[config.mk]
export PLATFORM = sky130hd
export DESIGN_NAME = button_debounce_press_stepper_core
export DESIGN_NICKNAME = d
export VERILOG_FILES = /design/src/bdp_pkg.sv /design/src/bdp_cfg_regs.sv /design/src/bdp_in_reg.sv /design/src/bdp_press_fsm.sv /design/src/button_debounce_press_stepper_core.sv
export SDC_FILE = /design/constraint.sdc
export NUM_CORES = 1
export LEC_CHECK = 0
export BUFFER_PORTS_ARGS = -buffer_cell sky130_fd_sc_hd__buf_2
export CAP_MARGIN = 10
export CORE_ASPECT_RATIO = 0.6
export CORE_MARGIN = 4
export CORE_UTILIZATION = 44
export DETAILED_ROUTE_END_ITERATION = 16
export HOLD_SLACK_MARGIN = 0.05
export MAX_ROUTING_LAYER = met4
export SLEW_MARGIN = 20
export SYNTH_ARGS = -nofsm -noshare
export SYNTH_HDL_FRONTEND = slang
export SYNTH_SLANG_ARGS = --single-unit
[constraint.sdc]
create_clock -name clk -period 8.94 [get_ports clk]
set_clock_uncertainty 0.1 [all_clocks]
set_input_delay 0 -clock clk [delete_from_list [all_inputs] [get_ports clk]]
set_output_delay 0 -clock clk [all_outputs]
set_load 0.01 [all_outputs]
[src/bdp_pkg.sv]
// ----------------------------------------------------------------------------
// bdp_pkg
// Shared types, reset constants and a helper for the button debounce and
// press stepper.
// ----------------------------------------------------------------------------
package bdp_pkg;

  // Configuration port geometry
  localparam int CFG_IDX_W  = 2;
  localparam int CFG_DATA_W = 40;

  // Register indexes
  localparam logic [CFG_IDX_W-1:0] CFG_DEBOUNCE   = 2'd0;
  localparam logic [CFG_IDX_W-1:0] CFG_LONG_PRESS = 2'd1;
  localparam logic [CFG_IDX_W-1:0] CFG_DUTY_TABLE = 2'd2;

  // Reset values of the registers
  localparam logic [15:0] DEBOUNCE_RST   = 16'd40;
  localparam logic [15:0] LONG_PRESS_RST = 16'd700;
  localparam logic [39:0] DUTY_TABLE_RST = 40'hFF_CC_99_66_33;

  // Default number of brightness steps
  localparam int STEP_COUNT_DEF = 5;

  // Input request
  typedef struct packed {
    logic [31:0] now_ms;
    logic        button_raw;
  } in_item_t;

  // Result
  typedef struct packed {
    logic [7:0] backlight_duty;
    logic [2:0] backlight_step;
    logic       step_advanced;
    logic       long_press_event;
    logic       button_down;
  } out_item_t;

  // Configuration registers as seen by the datapath
  typedef struct packed {
    logic [15:0] debounce_time;
    logic [15:0] long_press_time;
    logic [39:0] duty_table;
  } cfg_t;

  // Pick the duty byte of a step; codes past the table wrap as step mod 5
  function automatic logic [7:0] duty_of(input logic [39:0] tbl, input logic [2:0] step);
    logic [7:0] duty;
    case (step)
      3'd0:    duty = tbl[7:0];
      3'd1:    duty = tbl[15:8];
      3'd2:    duty = tbl[23:16];
      3'd3:    duty = tbl[31:24];
      3'd4:    duty = tbl[39:32];
      3'd5:    duty = tbl[7:0];
      3'd6:    duty = tbl[15:8];
      3'd7:    duty = tbl[23:16];
      default: duty = tbl[7:0];
    endcase
    return duty;
  endfunction

endpackage

[src/bdp_cfg_regs.sv]
// ----------------------------------------------------------------------------
// bdp_cfg_regs
// Configuration register file: debounce time, long-press time, duty table.
// ----------------------------------------------------------------------------
module bdp_cfg_regs (
  input  logic                           clk,
  input  logic                           rst_n,
  input  logic                           cfg_we,
  input  logic [bdp_pkg::CFG_IDX_W-1:0]  cfg_index,
  input  logic [bdp_pkg::CFG_DATA_W-1:0] cfg_wdata,
  output bdp_pkg::cfg_t                  cfg
);

  bdp_pkg::cfg_t cfg_r;
  bdp_pkg::cfg_t cfg_nxt;

  // Decode the write; unknown indexes drop the write
  always_comb begin
    cfg_nxt = cfg_r;
    if (cfg_we) begin
      case (cfg_index)
        bdp_pkg::CFG_DEBOUNCE:   cfg_nxt.debounce_time   = cfg_wdata[15:0];
        bdp_pkg::CFG_LONG_PRESS: cfg_nxt.long_press_time = cfg_wdata[15:0];
        bdp_pkg::CFG_DUTY_TABLE: cfg_nxt.duty_table      = cfg_wdata[39:0];
        default:                 cfg_nxt = cfg_r;
      endcase
    end
  end

  always_ff @(posedge clk) begin
    if (!rst_n) begin
      cfg_r.debounce_time   <= bdp_pkg::DEBOUNCE_RST;
      cfg_r.long_press_time <= bdp_pkg::LONG_PRESS_RST;
      cfg_r.duty_table      <= bdp_pkg::DUTY_TABLE_RST;
    end else begin
      cfg_r <= cfg_nxt;
    end
  end

  assign cfg = cfg_r;

endmodule

[src/bdp_in_reg.sv]
// ----------------------------------------------------------------------------
// bdp_in_reg
// Input register: captures one poll tick request and holds it until the
// press logic takes it.
// ----------------------------------------------------------------------------
module bdp_in_reg (
  input  logic              clk,
  input  logic              rst_n,
  input  logic              in_valid,
  output logic              in_ready,
  input  bdp_pkg::in_item_t in_data,
  input  logic              take,
  output logic              item_valid,
  output bdp_pkg::in_item_t item
);

  logic              valid_r;
  logic              valid_nxt;
  bdp_pkg::in_item_t item_r;

  // Accept while empty or while the held request leaves this cycle
  assign in_ready = !valid_r || take;

  always_comb begin
    valid_nxt = valid_r;
    if (in_valid && in_ready) begin
      valid_nxt = 1'b1;
    end else if (take) begin
      valid_nxt = 1'b0;
    end
  end

  always_ff @(posedge clk) begin
    if (!rst_n) begin
      valid_r <= 1'b0;
    end else begin
      valid_r <= valid_nxt;
    end
  end

  // Payload needs no reset
  always_ff @(posedge clk) begin
    if (in_valid && in_ready) begin
      item_r <= in_data;
    end
  end

  assign item_valid = valid_r;
  assign item       = item_r;

endmodule

[src/bdp_press_fsm.sv]
// ----------------------------------------------------------------------------
// bdp_press_fsm
// Debounce and press tracking: updates the stable level, press stamp,
// long-press mark and brightness step for one tick, and registers the result.
// ----------------------------------------------------------------------------
module bdp_press_fsm #(
  parameter int STEP_COUNT = bdp_pkg::STEP_COUNT_DEF
) (
  input  logic               clk,
  input  logic               rst_n,
  input  bdp_pkg::cfg_t      cfg,
  input  logic               item_valid,
  input  bdp_pkg::in_item_t  item,
  output logic               take,
  output logic               out_valid,
  input  logic               out_ready,
  output bdp_pkg::out_item_t out_data
);

  localparam logic [2:0] STEP_LAST = 3'(STEP_COUNT - 1);

  logic        last_raw_r,     last_raw_nxt;
  logic        stable_r,       stable_nxt;
  logic [31:0] change_stamp_r, change_stamp_nxt;
  logic [31:0] press_stamp_r,  press_stamp_nxt;
  logic        long_r,         long_nxt;
  logic [2:0]  step_r,         step_nxt;
  logic        out_valid_r,    out_valid_nxt;
  bdp_pkg::out_item_t out_data_r, out_data_nxt;

  logic        raw_chg;
  logic [31:0] chg_diff;
  logic        settled;
  logic        upd;
  logic        press;
  logic        release_short;
  logic        long_mid;
  logic [31:0] press_diff;
  logic        long_evt;

  // Advance when the result register is free or drains this cycle
  assign take = item_valid && (!out_valid_r || out_ready);

  // Debounce: a raw change restarts the settle timer at this tick
  always_comb begin
    raw_chg          = item.button_raw != last_raw_r;
    last_raw_nxt     = item.button_raw;
    change_stamp_nxt = raw_chg ? item.now_ms : change_stamp_r;
    chg_diff         = raw_chg ? 32'd0 : (item.now_ms - change_stamp_r);
    settled          = chg_diff >= {16'd0, cfg.debounce_time};
    upd              = settled && (item.button_raw != stable_r);
    stable_nxt       = upd ? item.button_raw : stable_r;
    press            = upd && stable_r;
    release_short    = upd && !stable_r && !long_r;
  end

  // Press stamp, long-press detection and step advance
  always_comb begin
    press_stamp_nxt = press ? item.now_ms : press_stamp_r;
    long_mid        = press ? 1'b0 : long_r;
    press_diff      = press ? 32'd0 : (item.now_ms - press_stamp_r);
    long_evt        = !stable_nxt && !long_mid && (press_diff >= {16'd0, cfg.long_press_time});
    long_nxt        = long_mid || long_evt;
    step_nxt        = step_r;
    if (release_short) begin
      step_nxt = (step_r >= STEP_LAST) ? 3'd0 : step_r + 3'd1;
    end
  end

  // Assemble the result
  always_comb begin
    out_data_nxt.backlight_duty   = bdp_pkg::duty_of(cfg.duty_table, step_nxt);
    out_data_nxt.backlight_step   = step_nxt;
    out_data_nxt.step_advanced    = release_short;
    out_data_nxt.long_press_event = long_evt;
    out_data_nxt.button_down      = !stable_nxt;
  end

  // Hold the result until taken
  always_comb begin
    out_valid_nxt = out_valid_r;
    if (take) begin
      out_valid_nxt = 1'b1;
    end else if (out_ready) begin
      out_valid_nxt = 1'b0;
    end
  end

  // Tick state
  always_ff @(posedge clk) begin
    if (!rst_n) begin
      last_raw_r     <= 1'b1;
      stable_r       <= 1'b1;
      change_stamp_r <= 32'd0;
      press_stamp_r  <= 32'd0;
      long_r         <= 1'b0;
      step_r         <= STEP_LAST;
      out_valid_r    <= 1'b0;
    end else begin
      out_valid_r <= out_valid_nxt;
      if (take) begin
        last_raw_r     <= last_raw_nxt;
        stable_r       <= stable_nxt;
        change_stamp_r <= change_stamp_nxt;
        press_stamp_r  <= press_stamp_nxt;
        long_r         <= long_nxt;
        step_r         <= step_nxt;
      end
    end
  end

  // Result payload
  always_ff @(posedge clk) begin
    if (take) begin
      out_data_r <= out_data_nxt;
    end
  end

  assign out_valid = out_valid_r;
  assign out_data  = out_data_r;

endmodule

[src/button_debounce_press_stepper_core.sv]
// ----------------------------------------------------------------------------
// button_debounce_press_stepper_core
// Debounces an active-low button from timestamped poll ticks, steps the
// backlight on short presses and flags long presses.
//
//   port group | direction | handshake          | payload
//   in_        | input     | in_valid/in_ready  | bdp_pkg::in_item_t
//   out_       | output    | out_valid/out_ready| bdp_pkg::out_item_t
//   cfg_       | input     | cfg_we             | cfg_index, cfg_wdata
//
// One tick request per clock while results drain; a result passes through the
// input register and then the result register around the press logic before
// it shows on out_valid.
// Reset (rst_n low, synchronous) empties both registers and restores state
// and configuration defaults; no clearing pass.
// A stalled result holds in the result register; the input register still
// takes one more request, then in_ready drops until the result drains.
// ----------------------------------------------------------------------------
module button_debounce_press_stepper_core #(
  parameter int STEP_COUNT = bdp_pkg::STEP_COUNT_DEF
) (
  input  logic                           clk,
  input  logic                           rst_n,
  input  logic                           in_valid,
  output logic                           in_ready,
  input  bdp_pkg::in_item_t              in_data,
  output logic                           out_valid,
  input  logic                           out_ready,
  output bdp_pkg::out_item_t             out_data,
  input  logic                           cfg_we,
  input  logic [bdp_pkg::CFG_IDX_W-1:0]  cfg_index,
  input  logic [bdp_pkg::CFG_DATA_W-1:0] cfg_wdata
);

  bdp_pkg::cfg_t     cfg;
  bdp_pkg::in_item_t item;
  logic              item_valid;
  logic              take;

  // Configuration registers
  bdp_cfg_regs u_cfg (
    .clk       (clk),
    .rst_n     (rst_n),
    .cfg_we    (cfg_we),
    .cfg_index (cfg_index),
    .cfg_wdata (cfg_wdata),
    .cfg       (cfg)
  );

  // Input register
  bdp_in_reg u_in (
    .clk        (clk),
    .rst_n      (rst_n),
    .in_valid   (in_valid),
    .in_ready   (in_ready),
    .in_data    (in_data),
    .take       (take),
    .item_valid (item_valid),
    .item       (item)
  );

  // Press logic and result register
  bdp_press_fsm #(
    .STEP_COUNT (STEP_COUNT)
  ) u_press (
    .clk        (clk),
    .rst_n      (rst_n),
    .cfg        (cfg),
    .item_valid (item_valid),
    .item       (item),
    .take       (take),
    .out_valid  (out_valid),
    .out_ready  (out_ready),
    .out_data   (out_data)
  );

endmodule

Word-level counts from Yosys, hierarchy flattened
Index checks and enable logic that the tools add are counted.
Operators by class
  add/subtract/negate cells: 3
  order comparisons: 3
  eq/ne operators: 11
  multiplexer cells: 11
  reduce and logical (&&, ||, !) cells: 29
Operator list (count)
  32-bit by 16-bit >= comparator with 1-bit output: 2
  32-bit two-way mux: 2
  32-bit subtractor: 2
  8-bit one-hot mux with 5 select lines: 1
  3-bit equality test (second input constant): 4
  2-bit AND reduction: 5
  1-bit logical AND: 8
  3-bit by 2-bit equality test with 1-bit output (second input constant): 2
  1-bit logical NOT: 6
  1-bit two-way mux: 6
  3-bit two-way mux: 2
  2-bit OR reduction: 3
  2-bit nonzero test: 2
  3-bit by 1-bit adder with 3-bit output (second input constant): 1
  3-bit by 1-bit equality test with 1-bit output (second input constant): 1
  3-bit >= comparator (second input constant): 1
  3-bit logical NOT: 1
  1-bit logical OR: 3
  2-bit by 1-bit equality test with 1-bit output (second input constant): 1
  2-bit equality test (second input constant): 1
  2-bit logical NOT: 1
  1-bit != test: 2
Word-level totals
  register bits after elaboration: 191
  input port bits: 80
  output and inout bits: 16
  logic and storage cells: 75

Depth between registers and ports, before layout
  depth in word-level cells: 10
  gate-level depth with buffers: 35
  depth with buffers taken out: 35

Cells and area by module
From an unflattened synthesis, not the netlist that was laid out.
Second synthesis, totals
  cell total of the unflattened synthesis: 1474
  area, all modules: 12634.6 sq um
By module, submodules not included
  bdp_press_fsm: times used 1, cells an instance 1137, area each 8562.0 sq um
  bdp_cfg_regs: times used 1, cells an instance 299, area each 3024.2 sq um
  bdp_in_reg: times used 1, cells an instance 38, area each 1048.5 sq um

Least setup slack after synthesis
Ideal clock, no wire load.
  path type: flip-flop to flip-flop
  from: reg u_in.item_r (netlist bit u_in.item[2])
  to: reg u_press.out_data_r (netlist bit u_press.out_data[1]) (data pin)
  data arrival time: 6.178 ns
  path slack: 2.396 ns
  stages on the path, launching flop included: 35
  period minus slack after synthesis: 6.544 ns
  cell sequence: edfxtp_1 ha_1 nor2b_1 o31a_1 o21a_1 o21ai_0 nand2b_1 a21o_1 a21oi_1 xor2_1 nor2_1 ha_1 a21o_1 a31oi_1 o211ai_1 a21oi_1 o21ai_1 a2111oi_2 nand3_1 nor4_1 nor4b_4 or2_2 ha_1 nand2b_1 a21oi_1 nor2b_1 o21ai_0 nand2b_1 a21oi_1 o21ai_0 a21oi_1 and4_1 o2111ai_1 nor4_1 nor2_1
On the way
  word-level cells in the longest chain between the ends: 9
Ends and longest elaborated chain
  from (decl): line bdp_in_reg.sv:19  | bdp_pkg::in_item_t item_r;
  from (signal assigned): line bdp_in_reg.sv:44  | item_r <= in_data;
  branches (longest 8 deep; another with 32-bit subtractor)
  1-bit logical AND (*): line bdp_press_fsm.sv:62  | long_evt = !stable_nxt && !long_mid && (press_diff >= {16'd0, cfg.long_press_time});
  via u_press.long_evt: line bdp_press_fsm.sv:39  | logic long_evt;
  to (signal assigned): line bdp_press_fsm.sv:115  | out_data_r <= out_data_nxt;
  to (decl): line bdp_press_fsm.sv:29  | bdp_pkg::out_item_t out_data_r, out_data_nxt;
Mark *: on every way through the listed nets, which the timed path passes.
A chain may end at the register's enable or synchronous reset.

Worst setup path after layout
Ends and elaborated chain as after synthesis.

==> impl_metrics.yaml <==
timing:
  fmax_ghz: 0.1303
  hold_viol_final: 0
  fin_crit_sh_pct: 85.84
  tightestPinTransition_ns: 0.9059
  slew_headroom_pct: 39.40
  setup_violations: 0
  finalMaxSlewViolations: 0
  worst_slack_ns: 1.266
  fin_crit_ns: 7.674
  rsz0062_at_grt: "no"
  finalSetupTns_ns: 0
global_routing:
  use_met1_pct: 35.39
  grt-busiest-layer: "met1"
  grtUsageMet3_pct: 5.003
  grt_pass1_wl_um: 53620
  grt_overflow: 0
  grt_pass1_vias: 9999
  grtUsageMet2_pct: 32.81
  grt_start_max_net_pins: 103
  track_usage_pct: 23.63
  antenna_found_initial: 0
logic_synthesis:
  ys_seq_area_share_pct: 36.88
  yosys.area.top_type: "dfxtp_1"
  ys_seq_elements: 191
  ys_warn_count: 0
  synth_top_family_by_area: "simple AND/OR/NAND/NOR gates"
  synthCells: 1432
  synth_xor_area_share_pct: 3.461
  synth-edff-count: 47
  synth_mux_area_share_pct: 3.966
  synth.cell_area_um2: 11640
  synth_ff_type: "dfxtp_1"
  syn_area_per_cell_um2: 8.130
  async_flop_share_pct: 0
  synthAdderAreaFrac_pct: 10.66
  yosys.area_share.simple_pct: 20.09
  synthesis.nets: 1610
  synth-compound-area-share_pct: 19.17
  synth.area.top_cells: "dfxtp_1 (25%), edfxtp_1 (12%), ha_1 (10%)"
  ys_types: 71
  yosys.area.top_type_share_pct: 24.76
clock_network:
  clockRootBuffer: "clkbuf_16"
  clk_pin_slew_ns: 0.08
  h-tree-depth: 4
  clock-sinks: 191
  clk_latency_ns: 0.46
  cts_tree: "built"
  cts_made_buffers: 17
  clk_path_buf_depth: 2
pwr:
  seq_power_share_pct: 42.8
  p_int_mw: 1.540
  max-vdd-ir-drop_mv: 0.1114
  p_comb_share_pct: 24.7
  pwr-share-clk_pct: 32.5
  power_leakage_nw: 5.804
  p_sw_share_pct: 31.49
  power_density_nw_per_um2: 161.2
  p_sw_uw: 708.2
die:
  fp.dieArea_um2: 29210
  coreArea_um2: 25670
  die_width_um: 218
  boundaryPins: 96
  row_count: 45
  die_y_um: 134
  start_util_pct: 45.35
setup_path:
  crit_path_end_kind: "flip-flop"
  timing.rr.start: "u_in.item[2]$_DFFE_PP_"
  r2r_cells: 34
  critical-path-top-delay-family: "compound AO/OA/AOI/OAI gates"
  crit_arrival_ns: 7.79
  crit_buf_inv: 0
  crit_top_cell: "a21oi_1"
  critPathMaxStageDelay_ns: 0.59
  rr_endpoint: "u_press.out_data[1]$_DFFE_PP_"
  critPathSlowestCell: "nor4_1"
  startpoint: "u_in.item[2]$_DFFE_PP_"
  start_kind: "flip-flop"
  crit_type: "flip-flop to flip-flop"
  reg2reg_slack_ns: 1.27
  cp.required_ns: 9.05
  critPathMaxFanout: 17
worst_hold_path:
  hold_depth: 2
  min-delay-path-class: "primary input to flip-flop"
  min_to: "u_in.item[21]$_DFFE_PP_"
  min_from: "in_data[21]"
routing:
  wirelength_um: 33500
  routedWlPerCell_um: 17.09
  drt_pass1_iterations: 5
  vias_per_cell: 5.432
  drtIter0Drc: 869
  antenna_left: 0
  via_count: 10650
  route.detailed.drc: 0
status:
  run_status: "finished clean"
run:
  cap_violations: 0
cells_and_area:
  layout-drive-gt1-share_pct: 9.826
  n_antenna_cell: 0
  fillCellCount: 2478
  multi_input_area_um2: 6685
  nets: 1773
  area_delta_synth_final_pct: 19.82
  seq_area_um2: 4294
place:
  post-place-ws_ns: 1.327
  dp_hpwl_um: 24380
  portBuffers: 95
  gp_congestion: 0.9359
kinds of logic after synthesis:
| kind of cell | Yosys count |
|---|---|
| muxes | 45 |
| and+or+nand+nor | 526 |
| AOI/OAI and AO/OA | 352 |
| adders and majority gates | 98 |
| xor gates and xnor gates | 46 |
| DFF | 191 |
| buffers and inverters | 174 |
per-stage QoR:
stage,power [mW],hold slack [ns],util [%],instance area (um^2),cells
6_report,2.249,0.1390,54.33,13950,1960
5_1_grt,2.369,0.1366,54.33,13950,1960
4_1_cts,2.258,0.1192,54.32,13950,1960
3_5_place_dp,1.494,0.07827,48.22,12380,1826
3_3_place_gp,1.487,0.07686,48.22,12380,1826
2_1_floorplan,1.344,-0.001131,-,11640,1432
worst max-delay path by stage:
stage	end	slack [ns]	depth (start not counted)
3_3_place_gp	u_press.out_data[1]$_DFFE_PP_	1.65	34
4_1_cts	u_press.out_data[1]$_DFFE_PP_	1.28	34
6_report	u_press.out_data[1]$_DFFE_PP_	1.27	34
3_5_place_dp	u_press.out_data[1]$_DFFE_PP_	1.33	34
2_1_floorplan	u_press.out_data[1]$_DFFE_PP_	2.40	34
5_1_grt	u_press.out_data[1]$_DFFE_PP_	0.66	34
cells in the final DEF, fill, tap and decap left out, types with 9 or more instances in the layout:
| cell | n |
|---|---|
| nand3_1 | 38 |
| o211ai_1 | 16 |
| nor3_1 | 17 |
| o21ai_0 | 36 |
| a21o_1 | 33 |
| nor2_1 | 127 |
| a31oi_1 | 17 |
| dfxtp_1 | 144 |
| a221oi_1 | 9 |
| o21a_1 | 10 |
| edfxtp_1 | 47 |
| xor2_1 | 26 |
| a211oi_1 | 16 |
| mux2i_1 | 38 |
| nor2b_1 | 15 |
| a21oi_1 | 151 |
| dlygate4sd3_1 | 102 |
| xnor2_1 | 20 |
| nand2_1 | 250 |
| ha_1 | 96 |
| nand2b_1 | 13 |
| inv_1 | 112 |
| buf_2 | 95 |
| clkbuf_16 | 18 |
| nand4_1 | 12 |
final cells by class:
cell class	instances	area share [%]
Clock buffer	21	3.310
Timing Repair Buffer	205	11.18
Multi-Input combinational cell	1067	47.92
Clock inverter	11	0.5920
Tap cell	352	3.157
Sequential cell	191	30.78
Inverter	113	3.050
routing by layer:
| layer | wire, um | share of wire [%] |
|---|---|---|
| met3 | 1975 | 5.9 |
| met5 | 0 | 0 |
| met1 | 17540 | 52 |
| met2 | 13630 | 41 |
| met4 | 347 | 1.0 |
Yosys cell counts (17+ instances only):
library cell / count
nand3_1: 38
a31oi_1: 17
xnor2_1: 20
clkbuf_1: 46
ha_1: 96
nor3_1: 17
a21o_1: 33
o21ai_0: 36
edfxtp_1: 47
nor2_1: 127
xor2_1: 26
nand2_1: 251
a21oi_1: 151
dfxtp_1: 144
mux2i_1: 38
inv_1: 112
power by group through the flow:
stage	clock network (mW)	logic [mW]	registers, mW
floorplan	0	0.373	0.971
global placement	0	0.507	0.980
detailed placement	0	0.513	0.981
CTS	0.746	0.550	0.962
global route	0.783	0.619	0.967
finish	0.731	0.556	0.962
timing repair:
action	CTS	global route
hold buffers	102	0
resized for setup	0	0
endpoints found under the hold margin	112	0
buffers inserted	0	0
endpoints found under the setup margin	0	0
state kept, by name, summed over array words and instances, names as in the netlist:
name                    cells
u_cfg.cfg                  72
u_in.item                  33
u_press.change_stamp_r     32
u_press.press_stamp_r      32
u_press.out_data           14
u_press.step_r              3
u_in.item_valid             1
u_press.last_raw_r          1
u_press.long_r              1
u_press.out_valid           1
u_press.stable_r            1
No activity file was read; power rests on OpenSTA's default activity.
